`config.mk`:
```
export PLATFORM = sky130hd
export DESIGN_NAME = fraction_reducer
export DESIGN_NICKNAME = d
export VERILOG_FILES = /design/src/design/fr_pkg.sv /design/src/design/fraction_reducer.sv
export SDC_FILE = /design/constraint.sdc
export NUM_CORES = 1
export LEC_CHECK = 0
export BUFFER_PORTS_ARGS = -buffer_cell sky130_fd_sc_hd__buf_2
export CAP_MARGIN = 20
export CORE_MARGIN = 3
export CORE_UTILIZATION = 46
export CTS_CLUSTER_DIAMETER = 200
export DETAILED_ROUTE_END_ITERATION = 8
export PLACE_DENSITY = 0.65
export SKIP_CTS_REPAIR_TIMING = 1
export SYNTH_ARGS = -nofsm -noshare
export SYNTH_HDL_FRONTEND = slang
export SYNTH_SLANG_ARGS = --single-unit
```
`constraint.sdc`:
```
create_clock -name clk -period 8.8 [get_ports clk]
set_clock_uncertainty 0.1 [all_clocks]
set_input_delay 1.76 -clock clk [delete_from_list [all_inputs] [get_ports clk]]
set_output_delay 1.76 -clock clk [all_outputs]
set_load 0.1 [all_outputs]
```
`src/design/fr_pkg.sv`:
```
// Package for the fraction reducer: defaults, sequencer states and status codes.
`default_nettype none
package fr_pkg;

  localparam int DATA_WIDTH_DEF = 32;

  typedef enum logic [2:0] {
    FR_IDLE,
    FR_GCD,
    FR_DIV_TOP,
    FR_DIV_BOT,
    FR_DONE
  } fr_state_t;

  typedef enum logic [1:0] {
    ST_OK        = 2'd0,
    ST_ZERO_NUM  = 2'd1,
    ST_DIV_ZERO  = 2'd2
  } fr_status_t;

endpackage
`default_nettype wire

```
`src/design/fraction_reducer.sv`:
```
// Fraction reducer top level: binary GCD and two restoring divisions on one subtractor.
//
// Takes a signed numerator and denominator (in_top_value, in_bottom_value) and returns the
// magnitudes in lowest terms, the two input signs as given (the top sign cleared for a zero
// numerator), and a status code. One item is worked on at a time; in_ready is high only
// while the sequencer is idle. A zero numerator (checked first) or a zero denominator goes
// straight from idle to the done state with zero magnitudes. Otherwise the item is
// accepted, then a binary GCD runs at one step per cycle, then two restoring divisions of
// DATA_WIDTH steps each run, then the output register is loaded. One shared DATA_WIDTH+1
// bit subtractor serves both the GCD compare/subtract and every division step. Common
// factors of two are stripped from the working magnitudes during the GCD so the divisor is
// always the odd part of the GCD. The result sits in an output register, so the next item
// is accepted as soon as the result is loaded there.
`default_nettype none
module fraction_reducer
  import fr_pkg::*;
#(
  parameter int DATA_WIDTH = DATA_WIDTH_DEF
) (
  input  wire logic                         clk,
  input  wire logic                         rst_n,
  input  wire logic                         in_valid,
  output logic                              in_ready,
  input  wire logic signed [DATA_WIDTH-1:0] in_top_value,
  input  wire logic signed [DATA_WIDTH-1:0] in_bottom_value,
  output logic                              out_valid,
  input  wire logic                         out_ready,
  output logic [DATA_WIDTH-1:0]             out_top_magnitude,
  output logic [DATA_WIDTH-1:0]             out_bottom_magnitude,
  output logic                              out_top_negative,
  output logic                              out_bottom_negative,
  output logic [1:0]                        out_status
);

  localparam int CNT_W = $clog2(DATA_WIDTH);
  localparam logic [CNT_W-1:0] CNT_LAST = CNT_W'(DATA_WIDTH - 1);

  fr_state_t state_r, state_nxt;

  // GCD working pair, scaled magnitudes (later the quotients), division remainder
  logic [DATA_WIDTH-1:0] a_r, a_nxt;
  logic [DATA_WIDTH-1:0] b_r, b_nxt;
  logic [DATA_WIDTH-1:0] tn_r, tn_nxt;
  logic [DATA_WIDTH-1:0] bn_r, bn_nxt;
  logic [DATA_WIDTH-1:0] rem_r, rem_nxt;
  logic [CNT_W-1:0]      cnt_r, cnt_nxt;
  logic                  tneg_r, tneg_nxt;
  logic                  bneg_r, bneg_nxt;
  fr_status_t            status_r, status_nxt;

  logic [DATA_WIDTH-1:0] out_top_r, out_bot_r;
  logic                  out_tneg_r, out_bneg_r;
  fr_status_t            out_status_r;
  logic                  out_valid_r;

  logic                  in_fire;
  logic                  out_free;
  logic [DATA_WIDTH-1:0] top_u, bot_u, top_mag, bot_mag;

  // Shared subtractor: compare/subtract for GCD, trial subtract for division
  logic [DATA_WIDTH:0]   op_a, op_b;
  logic [DATA_WIDTH+1:0] diff;
  logic                  borrow;
  logic [DATA_WIDTH-1:0] dvd;
  logic [DATA_WIDTH-1:0] q_step, rem_step;
  logic                  cnt_last;

  assign in_fire  = in_valid && in_ready;
  assign out_free = !out_valid_r || out_ready;

  // Magnitude of the most negative value is 2^(DATA_WIDTH-1), which fits unsigned
  assign top_u   = in_top_value;
  assign bot_u   = in_bottom_value;
  assign top_mag = top_u[DATA_WIDTH-1] ? (~top_u + 1'b1) : top_u;
  assign bot_mag = bot_u[DATA_WIDTH-1] ? (~bot_u + 1'b1) : bot_u;

  assign dvd  = (state_r == FR_DIV_BOT) ? bn_r : tn_r;
  assign op_a = (state_r == FR_GCD) ? {1'b0, a_r} : {rem_r, dvd[DATA_WIDTH-1]};
  assign op_b = (state_r == FR_GCD) ? {1'b0, b_r} : {1'b0, a_r};
  assign diff = {1'b0, op_a} - {1'b0, op_b};
  assign borrow = diff[DATA_WIDTH+1];

  // One restoring-division step: shift the quotient bit in, keep or restore the remainder
  assign q_step   = {dvd[DATA_WIDTH-2:0], ~borrow};
  assign rem_step = borrow ? {rem_r[DATA_WIDTH-2:0], dvd[DATA_WIDTH-1]} : diff[DATA_WIDTH-1:0];
  assign cnt_last = (cnt_r == CNT_LAST);

  // Next state
  always_comb begin
    state_nxt = state_r;
    case (state_r)
      FR_IDLE: begin
        if (in_valid) begin
          if (top_mag == '0 || bot_mag == '0) begin
            state_nxt = FR_DONE;
          end else begin
            state_nxt = FR_GCD;
          end
        end
      end
      FR_GCD: begin
        if (a_r[0] && b_r[0] && diff == '0) begin
          state_nxt = FR_DIV_TOP;
        end
      end
      FR_DIV_TOP: begin
        if (cnt_last) begin
          state_nxt = FR_DIV_BOT;
        end
      end
      FR_DIV_BOT: begin
        if (cnt_last) begin
          state_nxt = FR_DONE;
        end
      end
      FR_DONE: begin
        if (out_free) begin
          state_nxt = FR_IDLE;
        end
      end
      default: begin
        state_nxt = FR_IDLE;
      end
    endcase
  end

  // Outputs of the sequencer
  always_comb begin
    in_ready = (state_r == FR_IDLE);
  end

  // Datapath next values
  always_comb begin
    a_nxt      = a_r;
    b_nxt      = b_r;
    tn_nxt     = tn_r;
    bn_nxt     = bn_r;
    rem_nxt    = rem_r;
    cnt_nxt    = cnt_r;
    tneg_nxt   = tneg_r;
    bneg_nxt   = bneg_r;
    status_nxt = status_r;
    case (state_r)
      FR_IDLE: begin
        if (in_valid) begin
          // Latch the item; the zero numerator check wins over the zero denominator check
          a_nxt    = top_mag;
          b_nxt    = bot_mag;
          tn_nxt   = top_mag;
          bn_nxt   = bot_mag;
          tneg_nxt = top_u[DATA_WIDTH-1];
          bneg_nxt = bot_u[DATA_WIDTH-1];
          if (top_mag == '0) begin
            status_nxt = ST_ZERO_NUM;
            tneg_nxt   = 1'b0;
          end else if (bot_mag == '0) begin
            status_nxt = ST_DIV_ZERO;
          end else begin
            status_nxt = ST_OK;
          end
        end
      end
      FR_GCD: begin
        if (!a_r[0] && !b_r[0]) begin
          // Common factor of two: drop it from the pair and from both magnitudes
          a_nxt  = a_r >> 1;
          b_nxt  = b_r >> 1;
          tn_nxt = tn_r >> 1;
          bn_nxt = bn_r >> 1;
        end else if (!a_r[0]) begin
          a_nxt = a_r >> 1;
        end else if (!b_r[0]) begin
          b_nxt = b_r >> 1;
        end else if (diff == '0) begin
          // a_r is the odd part of the GCD; set up the first division
          cnt_nxt = '0;
          rem_nxt = '0;
        end else if (borrow) begin
          // Swap so the larger value sits in a_r for the subtract
          a_nxt = b_r;
          b_nxt = a_r;
        end else begin
          a_nxt = diff[DATA_WIDTH-1:0] >> 1;
        end
      end
      FR_DIV_TOP: begin
        tn_nxt  = q_step;
        rem_nxt = cnt_last ? '0 : rem_step;
        cnt_nxt = cnt_last ? '0 : cnt_r + 1'b1;
      end
      FR_DIV_BOT: begin
        bn_nxt  = q_step;
        rem_nxt = rem_step;
        cnt_nxt = cnt_last ? '0 : cnt_r + 1'b1;
      end
      FR_DONE: begin
      end
      default: begin
      end
    endcase
  end

  always_ff @(posedge clk) begin
    if (!rst_n) begin
      state_r     <= FR_IDLE;
      out_valid_r <= 1'b0;
    end else begin
      state_r <= state_nxt;
      if (state_r == FR_DONE && out_free) begin
        out_valid_r <= 1'b1;
      end else if (out_ready) begin
        out_valid_r <= 1'b0;
      end
    end
  end

  always_ff @(posedge clk) begin
    a_r      <= a_nxt;
    b_r      <= b_nxt;
    tn_r     <= tn_nxt;
    bn_r     <= bn_nxt;
    rem_r    <= rem_nxt;
    cnt_r    <= cnt_nxt;
    tneg_r   <= tneg_nxt;
    bneg_r   <= bneg_nxt;
    status_r <= status_nxt;
    // Load the result register once the previous result has been taken
    if (state_r == FR_DONE && out_free) begin
      out_top_r    <= (status_r == ST_OK) ? tn_r : '0;
      out_bot_r    <= (status_r == ST_OK) ? bn_r : '0;
      out_tneg_r   <= tneg_r;
      out_bneg_r   <= bneg_r;
      out_status_r <= status_r;
    end
  end

  assign out_valid            = out_valid_r;
  assign out_top_magnitude    = out_top_r;
  assign out_bottom_magnitude = out_bot_r;
  assign out_top_negative     = out_tneg_r;
  assign out_bottom_negative  = out_bneg_r;
  assign out_status           = out_status_r;

`ifndef SYNTHESIS
  a_one_item: assert property (@(posedge clk) disable iff (!rst_n)
    in_fire |=> !in_ready)
    else $error("item accepted while another is in flight");

  a_gcd_nonzero: assert property (@(posedge clk) disable iff (!rst_n)
    (state_r == FR_GCD) |-> (a_r != '0 && b_r != '0))
    else $error("GCD operand reached zero");

  a_rem_bound: assert property (@(posedge clk) disable iff (!rst_n)
    (state_r == FR_DIV_TOP || state_r == FR_DIV_BOT) |-> (rem_r < a_r))
    else $error("division remainder not below divisor");

  a_ok_nonzero: assert property (@(posedge clk) disable iff (!rst_n)
    (out_valid_r && out_status_r == ST_OK) |->
      (out_top_r != '0 && out_bot_r != '0))
    else $error("reduced result has a zero magnitude");

  a_zero_num: assert property (@(posedge clk) disable iff (!rst_n)
    (out_valid_r && out_status_r == ST_ZERO_NUM) |->
      (out_top_r == '0 && out_bot_r == '0 && !out_tneg_r))
    else $error("zero numerator result malformed");
`endif

endmodule
`default_nettype wire

```
==> results of run 1 <==
[sequential cells by signal (all words and copies together), names as in the netlist, 2 cells and up]
signal                flops
cnt_r                     5
status_r                  2
a_r                      32
out_bottom_magnitude     32
bn_r                     32
out_status                2
tn_r                     32
rem_r                    32
out_top_magnitude        32
b_r                      32
state_r                   3
[worst max path at each step]
stage | from | endpoint | slack (ps) | depth (start not counted)
2_1_floorplan | out_ready | out_bottom_magnitude[0]$_SDFFCE_PP0P_ | 2680 | 2
4_1_cts | state_r[2]$_SDFFE_PN0P_ | a_r[18]$_DFFE_PP_ | 2330 | 18
3_5_place_dp | state_r[2]$_SDFFE_PN0P_ | a_r[7]$_DFFE_PP_ | 2400 | 18
5_1_grt | state_r[2]$_SDFFE_PN0P_ | rem_r[11]$_DFFE_PP_ | 1920 | 15
3_3_place_gp | state_r[2]$_SDFFE_PN0P_ | a_r[5]$_DFFE_PP_ | 2470 | 18
6_report | state_r[2]$_SDFFE_PN0P_ | rem_r[9]$_DFFE_PP_ | 2350 | 16
[cells by family (layout without fill, tap and decap cells)]
logic type | Yosys count | count (layout) | share of synthesized area [%]
multiplexers | 66 | 66 | 3.993
AO/OA/AOI/OAI | 521 | 521 | 19.99
AND/OR/NAND/NOR | 707 | 707 | 21.57
flip-flops | 241 | 241 | 43.25
XOR/XNOR | 86 | 86 | 4.572
adder cells (fa/ha/maj) | 37 | 37 | 2.827
buffers and inverters | 151 | 235 | 3.790
[layer usage]
layer,routed length [microns],vias up,global-route usage [%]
met1,22870,7166,39.52
li1,-,6877,-
met5,13,-,0
met4,1697,2,8.608
met2,23930,777,40.58
met3,5229,95,4.019
[power groups by stage]
stage	clock network [uW]	logic [uW]	registers, uW
after detailed placement	0	1540	1540
after global routing	1310	1730	1540
after global placement	0	1530	1550
after floorplan	0	1080	1490
after CTS	1260	1550	1520
final	1250	1590	1530
[final cells by class]
class                      count  area [sq um]
clock buffer                  37         755.7
multi-input combinational   1417          8896
timing repair buffer         164         928.4
clock inverter                16         221.5
tap                          461         576.8
sequential                   241          7203
inverter                      18         67.56
fill                        3279         16920
[critical path, stage by stage, from the launching register on]
cell and delay [ps]:
sky130_fd_sc_hd__dfxtp_2 320, sky130_fd_sc_hd__buf_4 560, sky130_fd_sc_hd__or3b_4 670, sky130_fd_sc_hd__buf_4 650, sky130_fd_sc_hd__mux2i_1 200, sky130_fd_sc_hd__ha_1 440
sky130_fd_sc_hd__nand2_1 130, sky130_fd_sc_hd__or3_1 410, sky130_fd_sc_hd__a311o_1 410, sky130_fd_sc_hd__a21o_1 230, sky130_fd_sc_hd__a211oi_1 250, sky130_fd_sc_hd__nor3_1 110
sky130_fd_sc_hd__nor4b_1 300, sky130_fd_sc_hd__nand4_1 290, sky130_fd_sc_hd__o31a_1 360, sky130_fd_sc_hd__nor2_2 90, sky130_fd_sc_hd__buf_4 430
[stage by stage]
stage	hold WS [ps]	total power (uW)	util [%]	area [sq um]
finish	318.9	4366	52.43	18650
global route	342.5	4577	52.43	18650
CTS	320.1	4334	52.30	18600
detailed placement	306.3	3085	49.55	17620
global placement	310.0	3078	49.51	17610
floorplan	300.3	2568	-	16640
[cell usage after synthesis, types with 17 or more instances]
| cell type | count |
|---|---|
| sky130_fd_sc_hd__nand2_1 | 240 |
| sky130_fd_sc_hd__edfxtp_1 | 237 |
| sky130_fd_sc_hd__a21oi_1 | 218 |
| sky130_fd_sc_hd__nor2_1 | 116 |
| sky130_fd_sc_hd__clkbuf_1 | 115 |
| sky130_fd_sc_hd__and2_1 | 84 |
| sky130_fd_sc_hd__o21ai_0 | 73 |
| sky130_fd_sc_hd__a211oi_1 | 67 |
| sky130_fd_sc_hd__mux2i_1 | 63 |
| sky130_fd_sc_hd__xor2_1 | 59 |
| sky130_fd_sc_hd__nor3_1 | 48 |
| sky130_fd_sc_hd__nor2b_1 | 41 |
| sky130_fd_sc_hd__ha_1 | 36 |
| sky130_fd_sc_hd__o221ai_1 | 29 |
| sky130_fd_sc_hd__nand4_1 | 28 |
| sky130_fd_sc_hd__nand3b_1 | 26 |
| sky130_fd_sc_hd__xnor2_1 | 26 |
| sky130_fd_sc_hd__o31ai_1 | 23 |
| sky130_fd_sc_hd__nand3_1 | 21 |
| sky130_fd_sc_hd__inv_1 | 17 |
| sky130_fd_sc_hd__or3_1 | 17 |
==> qor.json, run 1 <==
{
  "pwr": {
    "max-vdd-ir-drop_v": 0.0001365,
    "p_sw_share_pct": 38.05,
    "power_leakage_uw": 0.006764,
    "sequentialPowerShare_pct": 35.0,
    "clkPwrFrac_pct": 28.6,
    "total_switching_power_uw": 1661,
    "internal_power_uw": 2705,
    "power_per_cell_area_nw_per_um2": 234.1,
    "p_comb_share_pct": 36.4
  },
  "min_path": {
    "min_path_type": "flip-flop to flip-flop",
    "holdPathEnd": "out_top_negative$_DFFE_PP_",
    "worst_hold_startpoint": "tneg_r$_SDFFCE_PN0P_",
    "worst_hold_path.num_cells": 0
  },
  "yosys": {
    "synth_fp_nets": 1914,
    "async_flop_share_pct": 0,
    "post_syn_instances": 1809,
    "synth.distinct_cells": 85,
    "syn_avg_cell_area_sq_um": 9.198,
    "seq_area_frac_synth_pct": 43.25,
    "main_synth_ff_type": "sky130_fd_sc_hd__edfxtp_1",
    "ys.warnings.count": 0,
    "netlist_top_cells_area": "sky130_fd_sc_hd__edfxtp_1, sky130_fd_sc_hd__a21oi_1, sky130_fd_sc_hd__nand2_1",
    "number_of_storage_elements_in_the_synthesis_netlist": 241,
    "mappedNetlistArea_sq_um": 16640,
    "netlist.area_leader.share_pct": 42.77,
    "netlist.top_cell.by_area": "sky130_fd_sc_hd__edfxtp_1",
    "post_synth_edffs": 237
  },
  "timing": {
    "worstMarginPinSlew_ps": 1078,
    "report.final.setup_viol": 0,
    "number_of_hold_violations_in_the_final_report": 0,
    "fin_ws_ps": 2351,
    "timing.final.max_slew_violations": 0,
    "period_share_pct": 73.28,
    "final_period_minus_worst_setup_slack_ps": 6449,
    "relSlewSlack_pct": 27.90,
    "fin_tns_setup_ps": 0,
    "rsz_0062_raised_after_global_routing": "false",
    "fmax_mhz": 155.1
  },
  "clocking": {
    "total_cts_buffers": 29,
    "cts.sinks": 241,
    "cts.root.buffer_cell": "sky130_fd_sc_hd__clkbuf_16",
    "clk_transition_reported_paths_ps": 60,
    "cts_tree": "built",
    "worst_skew_pair.late_latency_ps": 570,
    "cts_max_path_buffers": 3,
    "htree_levels": 1
  },
  "cells_and_area": {
    "syn_to_final_growth_pct": 12.08,
    "layout-drive-gt1-share_pct": 12.94,
    "finalNetCount": 1976,
    "post_layout_nonfiller_instances": 2354,
    "mostFrequentLayoutCells": "sky130_fd_sc_hd__nand2_1, sky130_fd_sc_hd__edfxtp_1, sky130_fd_sc_hd__a21oi_1",
    "antenna-diode-count": 0,
    "layout.cells.most_common": "sky130_fd_sc_hd__nand2_1"
  },
  "grt": {
    "pin_count_of_the_biggest_net_entering_global_routing": 68,
    "wire_length_of_the_first_global_routing_pass_mm": 81.34,
    "antenna_found_initial": 1,
    "grt.overflow.total": 0,
    "grt_pass1_vias": 13560,
    "groute.usage.overall_pct": 26.78
  },
  "critical_path": {
    "worst_reg_to_reg_cells": 16,
    "crit_fanout": 67,
    "worstReg2RegEnd": "rem_r[9]$_DFFE_PP_",
    "critPathRequiredTime_ps": 8890,
    "r2r_slack_ps": 2350,
    "critical_path_class": "flip-flop to flip-flop",
    "endpoint_arrival_time_on_the_critical_path_ps": 6540,
    "regToRegStartpoint": "state_r[2]$_SDFFE_PN0P_",
    "start_kind": "flip-flop",
    "critical_path.endpoint_type": "flip-flop"
  },
  "floorplanning": {
    "rows": 69,
    "floorplan.initialDensity_pct": 46.78,
    "die_w_microns": 196.2,
    "dieArea_sq_um": 38490,
    "die_height_microns": 196.2,
    "design.portCount": 138,
    "area_of_the_core_sq_um": 35570
  },
  "drt": {
    "avgRoutedWirePerCell_microns": 22.83,
    "detail_route.drc_violations": 0,
    "detailedRoute.firstIterationViolations": 2024,
    "via_per_inst": 6.337,
    "drt.antenna.violating_nets": 0,
    "detailed_route_wire_length_mm": 53.73,
    "dr.pass1.iters": 5,
    "route.vias.total": 14920
  },
  "placed_design": {
    "placed_cells": 2299,
    "last_weighted_congestion_value_of_the_routability_driven_placer": 0.9369,
    "numPortBuffers": 137,
    "preCtsSetupSlack_ps": 2400,
    "half_perimeter_wire_length_after_detailed_placement_mm": 39.46
  },
  "flow_run": {
    "drv_cap": 0
  },
  "status": {
    "outcome": "finished clean"
  }
}
No activity file was read; power rests on OpenSTA's default activity.
==> inputs of run 2 (changes only) <==
Clock period 8.8 ns to 5.9 ns, I/O delays scaled along.
==> run 2 against run 1 <==
Register-to-register slack lost 1800 ps. Global-route usage grew 0.92 points. Critical path depth is the same. Sequential cell count is the same. Worst setup slack lost 1800 ps. Clock-buffer cell count shrank 1. Combinational power grew 51%. Sequential power grew 50%. Critical path type unchanged.
==> qor.json, run 2 (synthesis gave the netlist of run 1 again) <==
{
  "timing": {
    "fin_tns_setup": {"value": 0, "unit": "ps", "change": "unchanged"},
    "rsz_0062_raised_after_global_routing": "false",
    "period_share": {"value": 91.08, "unit": "%", "change": "+18 points"},
    "timing.final.max_slew_violations": {"value": 0, "change": "unchanged"},
    "final_period_minus_worst_setup_slack": {"value": 5374, "unit": "ps", "change": "-1075 ps"},
    "worstMarginPinSlew": {"value": 997.0, "unit": "ps", "change": "-80.90 ps"},
    "hold-worst-slack": {"value": 320.0, "unit": "ps", "change": "+1.125 ps"},
    "fmax": {"value": 186.1, "unit": "MHz", "change": "+20%"},
    "report.final.setup_viol": {"value": 0, "change": "unchanged"},
    "relSlewSlack": {"value": 33.06, "unit": "%", "change": "+5.2 points"},
    "number_of_hold_violations_in_the_final_report": {"value": 0, "change": "unchanged"}
  },
  "critical_path": {
    "critPathRequiredTime": {"value": 6060, "unit": "ps", "change": "-2830 ps"},
    "endpoint_arrival_time_on_the_critical_path": {"value": 5530, "unit": "ps", "change": "-1010 ps"},
    "critical_path_class": "flip-flop to flip-flop",
    "crit_fanout": {"value": 32, "change": "-52%"},
    "start_kind": "flip-flop",
    "critical_path.endpoint_type": "flip-flop"
  },
  "drt": {
    "dr.pass1.iters": {"value": 6, "change": "+1"},
    "route.vias.total": {"value": 15110, "change": "+1.3%"},
    "detailed_route_wire_length": {"value": 55.27, "unit": "mm", "change": "+2.9%"},
    "detail_route.drc_violations": {"value": 0, "change": "unchanged"},
    "via_per_inst": {"value": 6.362, "change": "+0.40%"},
    "detailedRoute.firstIterationViolations": {"value": 1552, "change": "-23%"},
    "drt.antenna.violating_nets": {"value": 0, "change": "unchanged"},
    "avgRoutedWirePerCell": {"value": 23.27, "unit": "microns", "change": "+1.9%"}
  },
  "clocking": {
    "cts.root.buffer_cell": "sky130_fd_sc_hd__clkbuf_16",
    "cts.sinks": {"value": 241, "change": "unchanged"},
    "clk_transition_reported_paths": {"value": 60, "unit": "ps", "change": "about the same"},
    "cts_tree": "built",
    "htree_levels": {"value": 1, "change": "unchanged"},
    "total_cts_buffers": {"value": 29, "change": "unchanged"},
    "worst_skew_pair.late_latency": {"value": 600, "unit": "ps", "change": "+30 ps"},
    "cts_max_path_buffers": {"value": 3, "change": "unchanged"}
  },
  "cells_and_area": {
    "mostFrequentLayoutCells": "sky130_fd_sc_hd__nand2_1, sky130_fd_sc_hd__edfxtp_1, sky130_fd_sc_hd__a21oi_1",
    "layout.cells.most_common": "sky130_fd_sc_hd__nand2_1",
    "layout-drive-gt1-share": {"value": 13.91, "unit": "%", "change": "+0.97 points"},
    "finalNetCount": {"value": 1996, "change": "+1.0%"},
    "syn_to_final_growth_pct": 13.01
  },
  "status": {
    "outcome": "finished clean"
  },
  "floorplanning": {
    "dieArea": {"value": 38490, "unit": "sq um", "change": "unchanged"},
    "floorplan.initialDensity": {"value": 46.78, "unit": "%", "change": "unchanged"},
    "design.portCount": {"value": 138, "change": "unchanged"},
    "area_of_the_core": {"value": 35570, "unit": "sq um", "change": "unchanged"},
    "rows": {"value": 69, "change": "unchanged"},
    "die_w": {"value": 196.2, "unit": "microns", "change": "unchanged"},
    "die_height": {"value": 196.2, "unit": "microns", "change": "unchanged"}
  },
  "grt": {
    "grt.met3_usage": {"value": 5.100, "unit": "%", "change": "+1.1 points"},
    "gr-max-usage-layer": "met2",
    "wire_length_of_the_first_global_routing_pass": {"value": 84.19, "unit": "mm", "change": "+3.5%"},
    "antenna_found_initial": {"value": 1, "change": "unchanged"},
    "grt.overflow.total": {"value": 0, "change": "unchanged"},
    "groute.usage.overall": {"value": 27.69, "unit": "%", "change": "+0.92 points"},
    "grt.met2_usage": {"value": 44.23, "unit": "%", "change": "+3.7 points"},
    "grt_pass1_vias": {"value": 14160, "change": "+4.4%"},
    "gr-usage-met1": {"value": 38.54, "unit": "%", "change": "-0.98 points"},
    "pin_count_of_the_biggest_net_entering_global_routing": {"value": 69, "change": "+1.5%"}
  },
  "min_path": {
    "min_path_type": "flip-flop to flip-flop"
  },
  "placed_design": {
    "half_perimeter_wire_length_after_detailed_placement": {"value": 40.82, "unit": "mm", "change": "+3.5%"},
    "last_weighted_congestion_value_of_the_routability_driven_placer": {"value": 0.9254, "change": "-1.2%"},
    "numPortBuffers": {"value": 137, "change": "unchanged"}
  },
  "pwr": {
    "max-vdd-ir-drop": {"value": 0.0002376, "unit": "V", "change": "+74%"},
    "power_leakage": {"value": 0.006849, "unit": "uW", "change": "+1.3%"},
    "power_per_cell_area": {"value": 345.3, "unit": "nW/um^2", "change": "+47%"}
  },
  "flow_run": {
    "drv_cap": {"value": 0, "change": "unchanged"}
  }
}
run 2: cell types whose count changed in the layout (fill, tap and decap cells not counted), moves of 2 or more:
cell and delta:
sky130_fd_sc_hd__clkinv_2 +2, sky130_fd_sc_hd__bufinv_16 -2, sky130_fd_sc_hd__clkinvlp_4 +2, sky130_fd_sc_hd__buf_12 +5, sky130_fd_sc_hd__diode_2 +2, sky130_fd_sc_hd__buf_4 +16
run 2: cell type report:
type	count	area (sq um)
Antenna cell	2	5.005
Clock buffer	36	752.0
Clock inverter	16	173.9
Fill cell	3279	16770
Inverter	18	67.56
Multi-Input combinational cell	1417	8891
Sequential cell	241	7203
Tap cell	461	576.8
Timing Repair Buffer	184	1134
run 2: path summary, 6_finish.rpt:
check,cells after the start,start,endpoint,slack (ps)
setup / recovery,16,state_r[1]$_SDFFE_PN0P_,rem_r[5]$_DFFE_PP_,530
hold / removal,0,bneg_r$_DFFE_PP_,out_bottom_negative$_DFFE_PP_,320
setup reg to reg,16,state_r[1]$_SDFFE_PN0P_,rem_r[5]$_DFFE_PP_,530
hold reg to reg,0,bneg_r$_DFFE_PP_,out_bottom_negative$_DFFE_PP_,320
run 2: critical path: stages, from the launching register on:
cell and delay, ps:
sky130_fd_sc_hd__dfxtp_4 370, sky130_fd_sc_hd__or3b_4 560, sky130_fd_sc_hd__buf_12 240, sky130_fd_sc_hd__buf_4 190, sky130_fd_sc_hd__mux2i_1 120, sky130_fd_sc_hd__ha_1 490, sky130_fd_sc_hd__nand4_1 200, sky130_fd_sc_hd__nor4_1 430
sky130_fd_sc_hd__a22o_1 250, sky130_fd_sc_hd__nor3_1 60, sky130_fd_sc_hd__a21oi_1 270, sky130_fd_sc_hd__o21bai_1 190, sky130_fd_sc_hd__nor4b_1 370, sky130_fd_sc_hd__nand4_1 350, sky130_fd_sc_hd__o31a_1 420, sky130_fd_sc_hd__nor2_2 150
sky130_fd_sc_hd__buf_12 240
run 2: power breakdown:
group	switching (uW)	internal, uW	total [uW]
Sequential	186	2110	2290
Clock	764	1040	1800
Combinational	1560	839	2400
run 2: per-stage QoR:
| step | utilization (%) | power (uW) | std cells | instance area [sq um] | worst slack [ps] |
|---|---|---|---|---|---|
| 4_1_cts | 52.72 | 6433 | 2371 | 18750 | 489.5 |
| 2_1_floorplan | - | 3830 | 1809 | 16650 | 329.6 |
| 5_1_grt | 52.85 | 6790 | 2373 | 18800 | 258.3 |
| 3_3_place_gp | 50.11 | 4638 | 2319 | 17820 | 595.1 |
| 6_report | 52.86 | 6492 | 2375 | 18800 | 526.4 |
| 3_5_place_dp | 50.11 | 4646 | 2319 | 17820 | 527.8 |
run 2: metal layers:
layer	vias to the layer above	part of all wire, %
li1	6911	-
met1	7386	41
met2	708	47
met3	105	9.1
met4	0	3.0
met5	-	0
